**src/rtl/md5_pkg.sv**
```systemverilog
// MD5 package: widths, round constants, message schedule and round helpers.
`default_nettype none

package md5_pkg;

  localparam int BYTE_W    = 8;
  localparam int USER_W    = 1;
  localparam int OUT_W     = 136;
  localparam int BUF_WORDS = 16;

  typedef logic [31:0] word_t;

  localparam word_t INIT_A = 32'h67452301;
  localparam word_t INIT_B = 32'hefcdab89;
  localparam word_t INIT_C = 32'h98badcfe;
  localparam word_t INIT_D = 32'h10325476;

  localparam word_t K_TABLE [64] = '{
    32'hd76aa478, 32'he8c7b756, 32'h242070db, 32'hc1bdceee,
    32'hf57c0faf, 32'h4787c62a, 32'ha8304613, 32'hfd469501,
    32'h698098d8, 32'h8b44f7af, 32'hffff5bb1, 32'h895cd7be,
    32'h6b901122, 32'hfd987193, 32'ha679438e, 32'h49b40821,
    32'hf61e2562, 32'hc040b340, 32'h265e5a51, 32'he9b6c7aa,
    32'hd62f105d, 32'h02441453, 32'hd8a1e681, 32'he7d3fbc8,
    32'h21e1cde6, 32'hc33707d6, 32'hf4d50d87, 32'h455a14ed,
    32'ha9e3e905, 32'hfcefa3f8, 32'h676f02d9, 32'h8d2a4c8a,
    32'hfffa3942, 32'h8771f681, 32'h6d9d6122, 32'hfde5380c,
    32'ha4beea44, 32'h4bdecfa9, 32'hf6bb4b60, 32'hbebfbc70,
    32'h289b7ec6, 32'heaa127fa, 32'hd4ef3085, 32'h04881d05,
    32'hd9d4d039, 32'he6db99e5, 32'h1fa27cf8, 32'hc4ac5665,
    32'hf4292244, 32'h432aff97, 32'hab9423a7, 32'hfc93a039,
    32'h655b59c3, 32'h8f0ccc92, 32'hffeff47d, 32'h85845dd1,
    32'h6fa87e4f, 32'hfe2ce6e0, 32'ha3014314, 32'h4e0811a1,
    32'hf7537e82, 32'hbd3af235, 32'h2ad7d2bb, 32'heb86d391
  };

  // Message word used in round r (only r mod 16 matters within a stage).
  function automatic logic [3:0] msg_index(input logic [5:0] r);
    logic [3:0] lo;
    logic [3:0] idx;
    lo = r[3:0];
    case (r[5:4])
      2'd0:    idx = lo;
      2'd1:    idx = 4'((lo << 2) + lo + 4'd1);
      2'd2:    idx = 4'((lo << 1) + lo + 4'd5);
      2'd3:    idx = 4'((lo << 3) - lo);
      default: idx = lo;
    endcase
    return idx;
  endfunction

  function automatic logic [4:0] rot_amt(input logic [5:0] r);
    logic [4:0] s;
    case ({r[5:4], r[1:0]})
      4'h0:    s = 5'd7;
      4'h1:    s = 5'd12;
      4'h2:    s = 5'd17;
      4'h3:    s = 5'd22;
      4'h4:    s = 5'd5;
      4'h5:    s = 5'd9;
      4'h6:    s = 5'd14;
      4'h7:    s = 5'd20;
      4'h8:    s = 5'd4;
      4'h9:    s = 5'd11;
      4'ha:    s = 5'd16;
      4'hb:    s = 5'd23;
      4'hc:    s = 5'd6;
      4'hd:    s = 5'd10;
      4'he:    s = 5'd15;
      4'hf:    s = 5'd21;
      default: s = 5'd0;
    endcase
    return s;
  endfunction

  function automatic word_t rotl(input word_t v, input logic [4:0] n);
    logic [63:0] dbl;
    dbl = {v, v} << n;
    return dbl[63:32];
  endfunction

  function automatic word_t round_fn(input logic [1:0] stage, input word_t b,
                                     input word_t c, input word_t d);
    word_t f;
    case (stage)
      2'd0:    f = (b & c) | (~b & d);
      2'd1:    f = (b & d) | (c & ~d);
      2'd2:    f = b ^ c ^ d;
      2'd3:    f = c ^ (b | ~d);
      default: f = b ^ c ^ d;
    endcase
    return f;
  endfunction

endpackage

`default_nettype wire

```
**src/rtl/md5_message_digest_unit.sv**
```systemverilog
// MD5 digest unit: byte stream in, 128-bit digest plus byte fold out.
`default_nettype none

// Takes one message byte per item (s_tuser[0] marks the byte as real, s_tlast
// ends the message) and returns one digest item per message. Bytes go into a
// 16 x 32-bit block buffer RAM, one per cycle, while the buffer fills. The
// 64th byte starts a compression in which no item is accepted: a prime step
// for the single RAM read port, 64 rounds at one round per cycle (each round
// reads its message word from that port), then one chaining add. On end of
// message the pad sequencer writes one byte per cycle from the end of data
// to byte 63 (0x80, zeros, bit length little-endian), then compresses; if the
// 0x80 mark lands at byte 56 or later, a second pad block and another
// compression follow. The digest is then loaded into the output register
// and the chaining state re-initializes; the next message may start while
// that result waits for m_tready. Bytes of the digest are little endian:
// m_tdata[7:0] is digest byte 0.
module md5_message_digest_unit (
  input  wire logic                          clk,
  input  wire logic                          rst,
  input  wire logic                          s_tvalid,
  output logic                               s_tready,
  input  wire logic [md5_pkg::BYTE_W-1:0]    s_tdata,   // [7:0] data_byte
  input  wire logic [md5_pkg::USER_W-1:0]    s_tuser,   // [0] byte_valid
  input  wire logic                          s_tlast,   // end_of_message
  output logic                               m_tvalid,
  input  wire logic                          m_tready,
  output logic [md5_pkg::OUT_W-1:0]          m_tdata    // [63:0] digest_low,
                                                        // [127:64] digest_high,
                                                        // [135:128] digest_fold
);
  import md5_pkg::*;

  localparam logic [2:0] ST_IDLE   = 3'd0;
  localparam logic [2:0] ST_PAD    = 3'd1;
  localparam logic [2:0] ST_PRIME  = 3'd2;
  localparam logic [2:0] ST_ROUND  = 3'd3;
  localparam logic [2:0] ST_UPDATE = 3'd4;
  localparam logic [2:0] ST_EMIT   = 3'd5;

  logic [2:0]  state;
  logic [5:0]  fill_index;
  logic [63:0] bit_count;
  word_t       ch [4];

  // pad sequencer
  logic [5:0]  pad_ptr;
  logic        mark;       // next pad byte is the 0x80 mark
  logic        extra;      // mark landed past byte 55: this block is zeros only
  logic        pad_pend;   // another pad block follows the running compression
  logic        final_blk;  // running compression is the last of the message

  // round datapath
  logic [5:0]  rnd;
  word_t       va, vb, vc, vd;
  word_t       ak;         // a + K[rnd], formed ahead of its round

  logic               out_valid;
  logic [OUT_W-1:0]   out_data;

  // block buffer RAM
  word_t       buf_mem [BUF_WORDS];
  word_t       rd_word;
  logic        we;
  logic [5:0]  waddr;
  logic [7:0]  wbyte;
  logic [3:0]  raddr;

  logic        accept;
  logic        byte_in;
  logic [5:0]  rnd_inc;
  logic [7:0]  pad_byte;
  logic        extra_now;
  word_t       f_val;
  word_t       sum;
  word_t       b_new;
  logic [7:0]  fold;
  logic        emit_go;    // digest loads into the output register this cycle

  assign accept   = s_tvalid && s_tready;
  assign byte_in  = s_tuser[0];
  assign rnd_inc  = rnd + 6'd1;
  assign s_tready = (state == ST_IDLE);
  assign m_tvalid = out_valid;
  assign m_tdata  = out_data;
  assign emit_go  = (state == ST_EMIT) && (!out_valid || m_tready);

  // Pad byte: mark first, then zeros, with the length in bytes 56..63 of
  // the closing block.
  always_comb begin
    if (mark) begin
      pad_byte = 8'h80;
    end else if (pad_ptr >= 6'd56 && !extra) begin
      pad_byte = bit_count[{pad_ptr[2:0], 3'b000} +: 8];
    end else begin
      pad_byte = 8'h00;
    end
    extra_now = extra || (mark && pad_ptr >= 6'd56);
  end

  always_comb begin
    we    = 1'b0;
    waddr = fill_index;
    wbyte = s_tdata;
    raddr = msg_index(rnd_inc);
    case (state)
      ST_IDLE: begin
        we = accept && byte_in;
      end
      ST_PAD: begin
        we    = 1'b1;
        waddr = pad_ptr;
        wbyte = pad_byte;
      end
      ST_PRIME: begin
        raddr = msg_index(6'd0);
      end
      default: begin
      end
    endcase
  end

  // Writes and round reads never share a cycle, so no forwarding is needed.
  always_ff @(posedge clk) begin
    if (we) begin
      buf_mem[waddr[5:2]][{waddr[1:0], 3'b000} +: 8] <= wbyte;
    end
    rd_word <= buf_mem[raddr];
  end

  always_comb begin
    f_val = round_fn(rnd[5:4], vb, vc, vd);
    sum   = ak + f_val + rd_word;
    b_new = vb + rotl(sum, rot_amt(rnd));
  end

  always_comb begin
    fold = '0;
    for (int i = 0; i < 4; i++) begin
      for (int j = 0; j < 4; j++) begin
        fold = fold ^ ch[i][8*j +: 8];
      end
    end
  end

  always_ff @(posedge clk) begin
    if (rst) begin
      state      <= ST_IDLE;
      fill_index <= '0;
      bit_count  <= '0;
      ch[0]      <= INIT_A;
      ch[1]      <= INIT_B;
      ch[2]      <= INIT_C;
      ch[3]      <= INIT_D;
      mark       <= 1'b0;
      extra      <= 1'b0;
      pad_pend   <= 1'b0;
      final_blk  <= 1'b0;
      rnd        <= '0;
      pad_ptr    <= '0;
      out_valid  <= 1'b0;
    end else begin
      if (m_tready && !emit_go) begin
        out_valid <= 1'b0;
      end
      case (state)
        ST_IDLE: begin
          if (accept) begin
            if (byte_in) begin
              fill_index <= fill_index + 6'd1;
              bit_count  <= bit_count + 64'd8;
            end
            if (byte_in && fill_index == 6'd63) begin
              // buffer full: compress first, pad afterwards if message ends
              state     <= ST_PRIME;
              pad_pend  <= s_tlast;
              mark      <= s_tlast;
              final_blk <= 1'b0;
            end else if (s_tlast) begin
              state   <= ST_PAD;
              pad_ptr <= byte_in ? fill_index + 6'd1 : fill_index;
              mark    <= 1'b1;
              extra   <= 1'b0;
            end
          end
        end
        ST_PAD: begin
          pad_ptr <= pad_ptr + 6'd1;
          mark    <= 1'b0;
          extra   <= extra_now;
          if (pad_ptr == 6'd63) begin
            state     <= ST_PRIME;
            final_blk <= !extra_now;
            pad_pend  <= extra_now;
          end
        end
        ST_PRIME: begin
          va    <= ch[0];
          vb    <= ch[1];
          vc    <= ch[2];
          vd    <= ch[3];
          ak    <= ch[0] + K_TABLE[0];
          rnd   <= '0;
          state <= ST_ROUND;
        end
        ST_ROUND: begin
          va  <= vd;
          ak  <= vd + K_TABLE[rnd_inc];
          vd  <= vc;
          vc  <= vb;
          vb  <= b_new;
          rnd <= rnd_inc;
          if (rnd == 6'd63) begin
            state <= ST_UPDATE;
          end
        end
        ST_UPDATE: begin
          ch[0] <= ch[0] + va;
          ch[1] <= ch[1] + vb;
          ch[2] <= ch[2] + vc;
          ch[3] <= ch[3] + vd;
          if (final_blk) begin
            state <= ST_EMIT;
          end else if (pad_pend) begin
            state    <= ST_PAD;
            pad_ptr  <= '0;
            extra    <= 1'b0;
            pad_pend <= 1'b0;
          end else begin
            state <= ST_IDLE;
          end
        end
        ST_EMIT: begin
          // wait for the output register to free up
          if (emit_go) begin
            out_data   <= {fold, ch[3], ch[2], ch[1], ch[0]};
            out_valid  <= 1'b1;
            ch[0]      <= INIT_A;
            ch[1]      <= INIT_B;
            ch[2]      <= INIT_C;
            ch[3]      <= INIT_D;
            bit_count  <= '0;
            fill_index <= '0;
            final_blk  <= 1'b0;
            state      <= ST_IDLE;
          end
        end
        default: begin
          state <= ST_IDLE;
        end
      endcase
    end
  end

endmodule

`default_nettype wire

```
**config.mk**
```make
export PLATFORM = sky130hd
export DESIGN_NAME = md5_message_digest_unit
export DESIGN_NICKNAME = d
export VERILOG_FILES = /design/src/rtl/md5_pkg.sv /design/src/rtl/md5_message_digest_unit.sv
export SDC_FILE = /design/constraint.sdc
export NUM_CORES = 2
export LEC_CHECK = 0
export ABC_AREA = 1
export BUFFER_PORTS_ARGS = -buffer_cell sky130_fd_sc_hd__buf_2
export CAP_MARGIN = 10
export CORE_MARGIN = 1.5
export CORE_UTILIZATION = 40
export CTS_CLUSTER_SIZE = 10
export DETAILED_ROUTE_END_ITERATION = 8
export GPL_ROUTABILITY_DRIVEN = 0
export PLACE_DENSITY_LB_ADDON = 0.12
export SLEW_MARGIN = 20
export SYNTH_ARGS = -nofsm -noshare
export SYNTH_HDL_FRONTEND = slang
export SYNTH_SLANG_ARGS = --single-unit
```
**constraint.sdc**
```tcl
create_clock -name clk -period 16.6 [get_ports clk]
set_clock_uncertainty 0.2 [all_clocks]
set_input_delay 0.83 -clock clk [delete_from_list [all_inputs] [get_ports clk]]
set_output_delay 0.83 -clock clk [all_outputs]
set_load 0.01 [all_outputs]
```
==> results.md <==
* Status: completed
* CP Class: reg -> reg
* Grt ovf at 0
* Synth area leader: edfxtp_1
* Leak Pwr at 0.0275 uW
* Max capacitance violation total at 0
* Req. time, crit path at 16,900 ps
* Pin count of the biggest net entering global routing at 178
* Worst skew pair latency at 810 ps
* TritonCTS clock tree: yes
* Synth Warn # at 0
* Die height at 399 um
* Pwr Density at 144 mW/mm2
* Synth Register Bits at 1,060
* Placed cell area at 0.0656 mm2
* GRT Util Overall at 27.3%
* Layout cells sized above 1 at 6.32%
* Final WL at 222 mm
* Detailed router's first-iteration violation count at 5,908
* Dpl hpwl at 161 mm
* P&R area growth vs syn at 11.3%
* Final ANT Viol Nets at 0
* CP startpoint kind: register
* TritonCTS buffer count at 132
* Clk root buf: clkbuf_16
* Top cells by area, synth: edfxtp_1, nand2_1, o21ai_0
* Max incr delay on CP at 760 ps
* Slew @ Worst Pin at 1320 ps
* Vias per cell at 5.69
* Setup violators final at 0
* I/O Pins at 152
* Clock slew at reported path FFs at 60 ps
* Die area at 0.159 mm2
* EDFF count, synth at 872
* Vias at 54.9k
* Most used cell, CP: nand2_1
* Total Neg Setup Slack at 0 ps
* Core Rows at 145
* Period utilization at 43.5%
* Sequential-to-total area share from yosys stat at 47.7%
* Avg WL per Cell at 23.0 um
* Syn Area/Cell at 8.44 um2
* CP max stage cell: edfxtp_1
* Worst Hold Class: in -> reg
* Setup bufs post-CTS at 0
* Clock net sink count at 1,060
* FMAX at 0.138 GHz
* Most common cell in the netlist: nand2_1
* Die Width at 399 um
* Worst VDD drop at 0.0892 mV
* Primary FF master, synth: edfxtp_1
* Port Buf Inserts at 151
* Clock buffer depth at 3
* Post-Syn Nets at 7,746
* Antenna violations before repair at 8
* Share of the synthesized area in the top cell type at 41.7%
* Yosys cell types at 67
* Layout net count at 7,802
* Gates resized, CTS repair at 0
* Async SR Flop Fraction at 0%
* Vias in the first global route at 51.0k
* Starting Density at 40.3%
* CP endpoint kind: register
* H-tree level count at 4
* Slew Limit Headroom at 9.67%
* Post-route DRC violation count at 0
* Detailed Routing Iterations Pass 1 at 9
* Synth Instances at 7,439
* Final Hold Vio Count at 0
* # fillers at 15.3k
* First-pass GRT wire length at 326 mm
* Synthesized area at 0.0628 mm2
* Final Cell Area at 0.0699 mm2
* Core ar. at 0.156 mm2
* Unrepaired setup endpoints after global routing: no
* Commonest cells in the synthesized netlist: nand2_1, edfxtp_1, inv_1, o21ai_0, a21oi_1
* Crit path arrival time at 7520 ps
* Cts hold-fix bufs at 0
* Slew Limit Fails at 0
* Final worst path period need at 7230 ps
* CP Max Fanout at 5
-- cells by family after synthesis --
kind of cell | synth area share (%)
DFF | 47.7
muxes | 0.0638
AOI/OAI and AO/OA | 18.7
and+or+nand+nor | 17.5
buffers and inverters | 6.94
adders and majority gates | 6.33
xor gates and xnor gates | 2.80
-- metrics by stage --
step | power [uW] | utilization [%] | setup slack (ps) | cells | hold WS (ps)
2_1_floorplan | 6010 | - | 7820 | 7439 | 232
3_3_place_gp | 7220 | 42.0 | 9660 | 9419 | 261
3_5_place_dp | 7250 | 42.1 | 9630 | 9419 | 269
4_1_cts | 10100 | 44.8 | 9520 | 9651 | 101
5_1_grt | 10600 | 44.8 | 8920 | 9651 | 138
6_report | 10100 | 44.8 | 9370 | 9653 | 138
-- critical path, delay by kind of cell (launching register included) --
| kind | cells | cell delay, ps |
|---|---|---|
| and+or+nand+nor | 19 | 2560 |
| buffers and inverters | 6 | 600 |
| AOI/OAI and AO/OA | 9 | 1550 |
| DFF | 1 | 760 |
| adders and majority gates | 3 | 1230 |
-- worst paths after layout --
path,startpoint,to,slack [ps],cells after the start
setup reg to reg,vd[19],vb[23],9370,37
hold reg to reg,bit_count[47],bit_count[47],280,1
setup / recovery,vd[19],vb[23],9370,37
hold / removal,s_tlast,pad_pend,140,3
-- power by group --
group          switching (uW)  internal [uW]  leakage, uW
Sequential                292           3200      0.00999
Combinational            2560           1210       0.0155
Clock                    1200           1600      0.00199
-- cell usage in the layout, fill, tap and decap left out, drive strengths merged, types with 5 or more instances in the layout --
cell | synthesis | routed
o2111ai | 14 | 14
nor2 | 553 | 553
a2111oi | 7 | 7
a221oi | 15 | 15
nor3 | 82 | 82
fa | 41 | 41
o221ai | 65 | 65
a32o | 10 | 10
o22ai | 87 | 87
or2 | 37 | 37
o211ai | 89 | 89
o21a | 40 | 40
and2 | 11 | 11
nand3 | 373 | 373
edfxtp | 872 | 872
inv | 837 | 842
o311ai | 5 | 5
o21ai | 929 | 929
ha | 252 | 252
a31oi | 40 | 40
nand2 | 1475 | 1475
nand3b | 9 | 9
xnor2 | 105 | 105
a21oi | 700 | 700
clkbuf | 221 | 201
xor2 | 94 | 94
o21bai | 12 | 12
nand4 | 62 | 62
a21o | 21 | 21
dfxtp | 188 | 188
a211oi | 10 | 10
buf | 74 | 217
a21boi | 28 | 28
clkinv | 8 | 30
nor4 | 26 | 26
o31ai | 15 | 15
-- state kept, by name, summed over array words and instances, names as in the netlist, 3 cells and up, named ones only --
register	count
buf_mem	512
rd_word	32
ch	128
ak	32
vc	32
rnd	6
vd	32
va	32
bit_count	61
pad_ptr	6
state	3
m_tdata	136
vb	32
fill_index	6
-- cell type report --
type                    instances  area [um2]  share of cell area (%)
flip-flops and latches       1060       29900                    42.9
clock buffers                 201        3620                    5.19
inverters                     845        3180                    4.55
multi-input cells            5239       28700                    41.0
repair buffers                217        1280                    1.83
diodes                          2        5.00                 0.00716
clock inverters                31         588                   0.842
well taps                    2058        2570                    3.69
-- routing by layer --
layer	vias up	routed length, um	GRT usage (%)
met5	-	52	0
li1	26000	-	-
met1	26100	93700	36.2
met4	6	12600	13.9
met2	2315	99800	43.2
met3	525	15600	4.27
(Power assumes the default switching activity.)
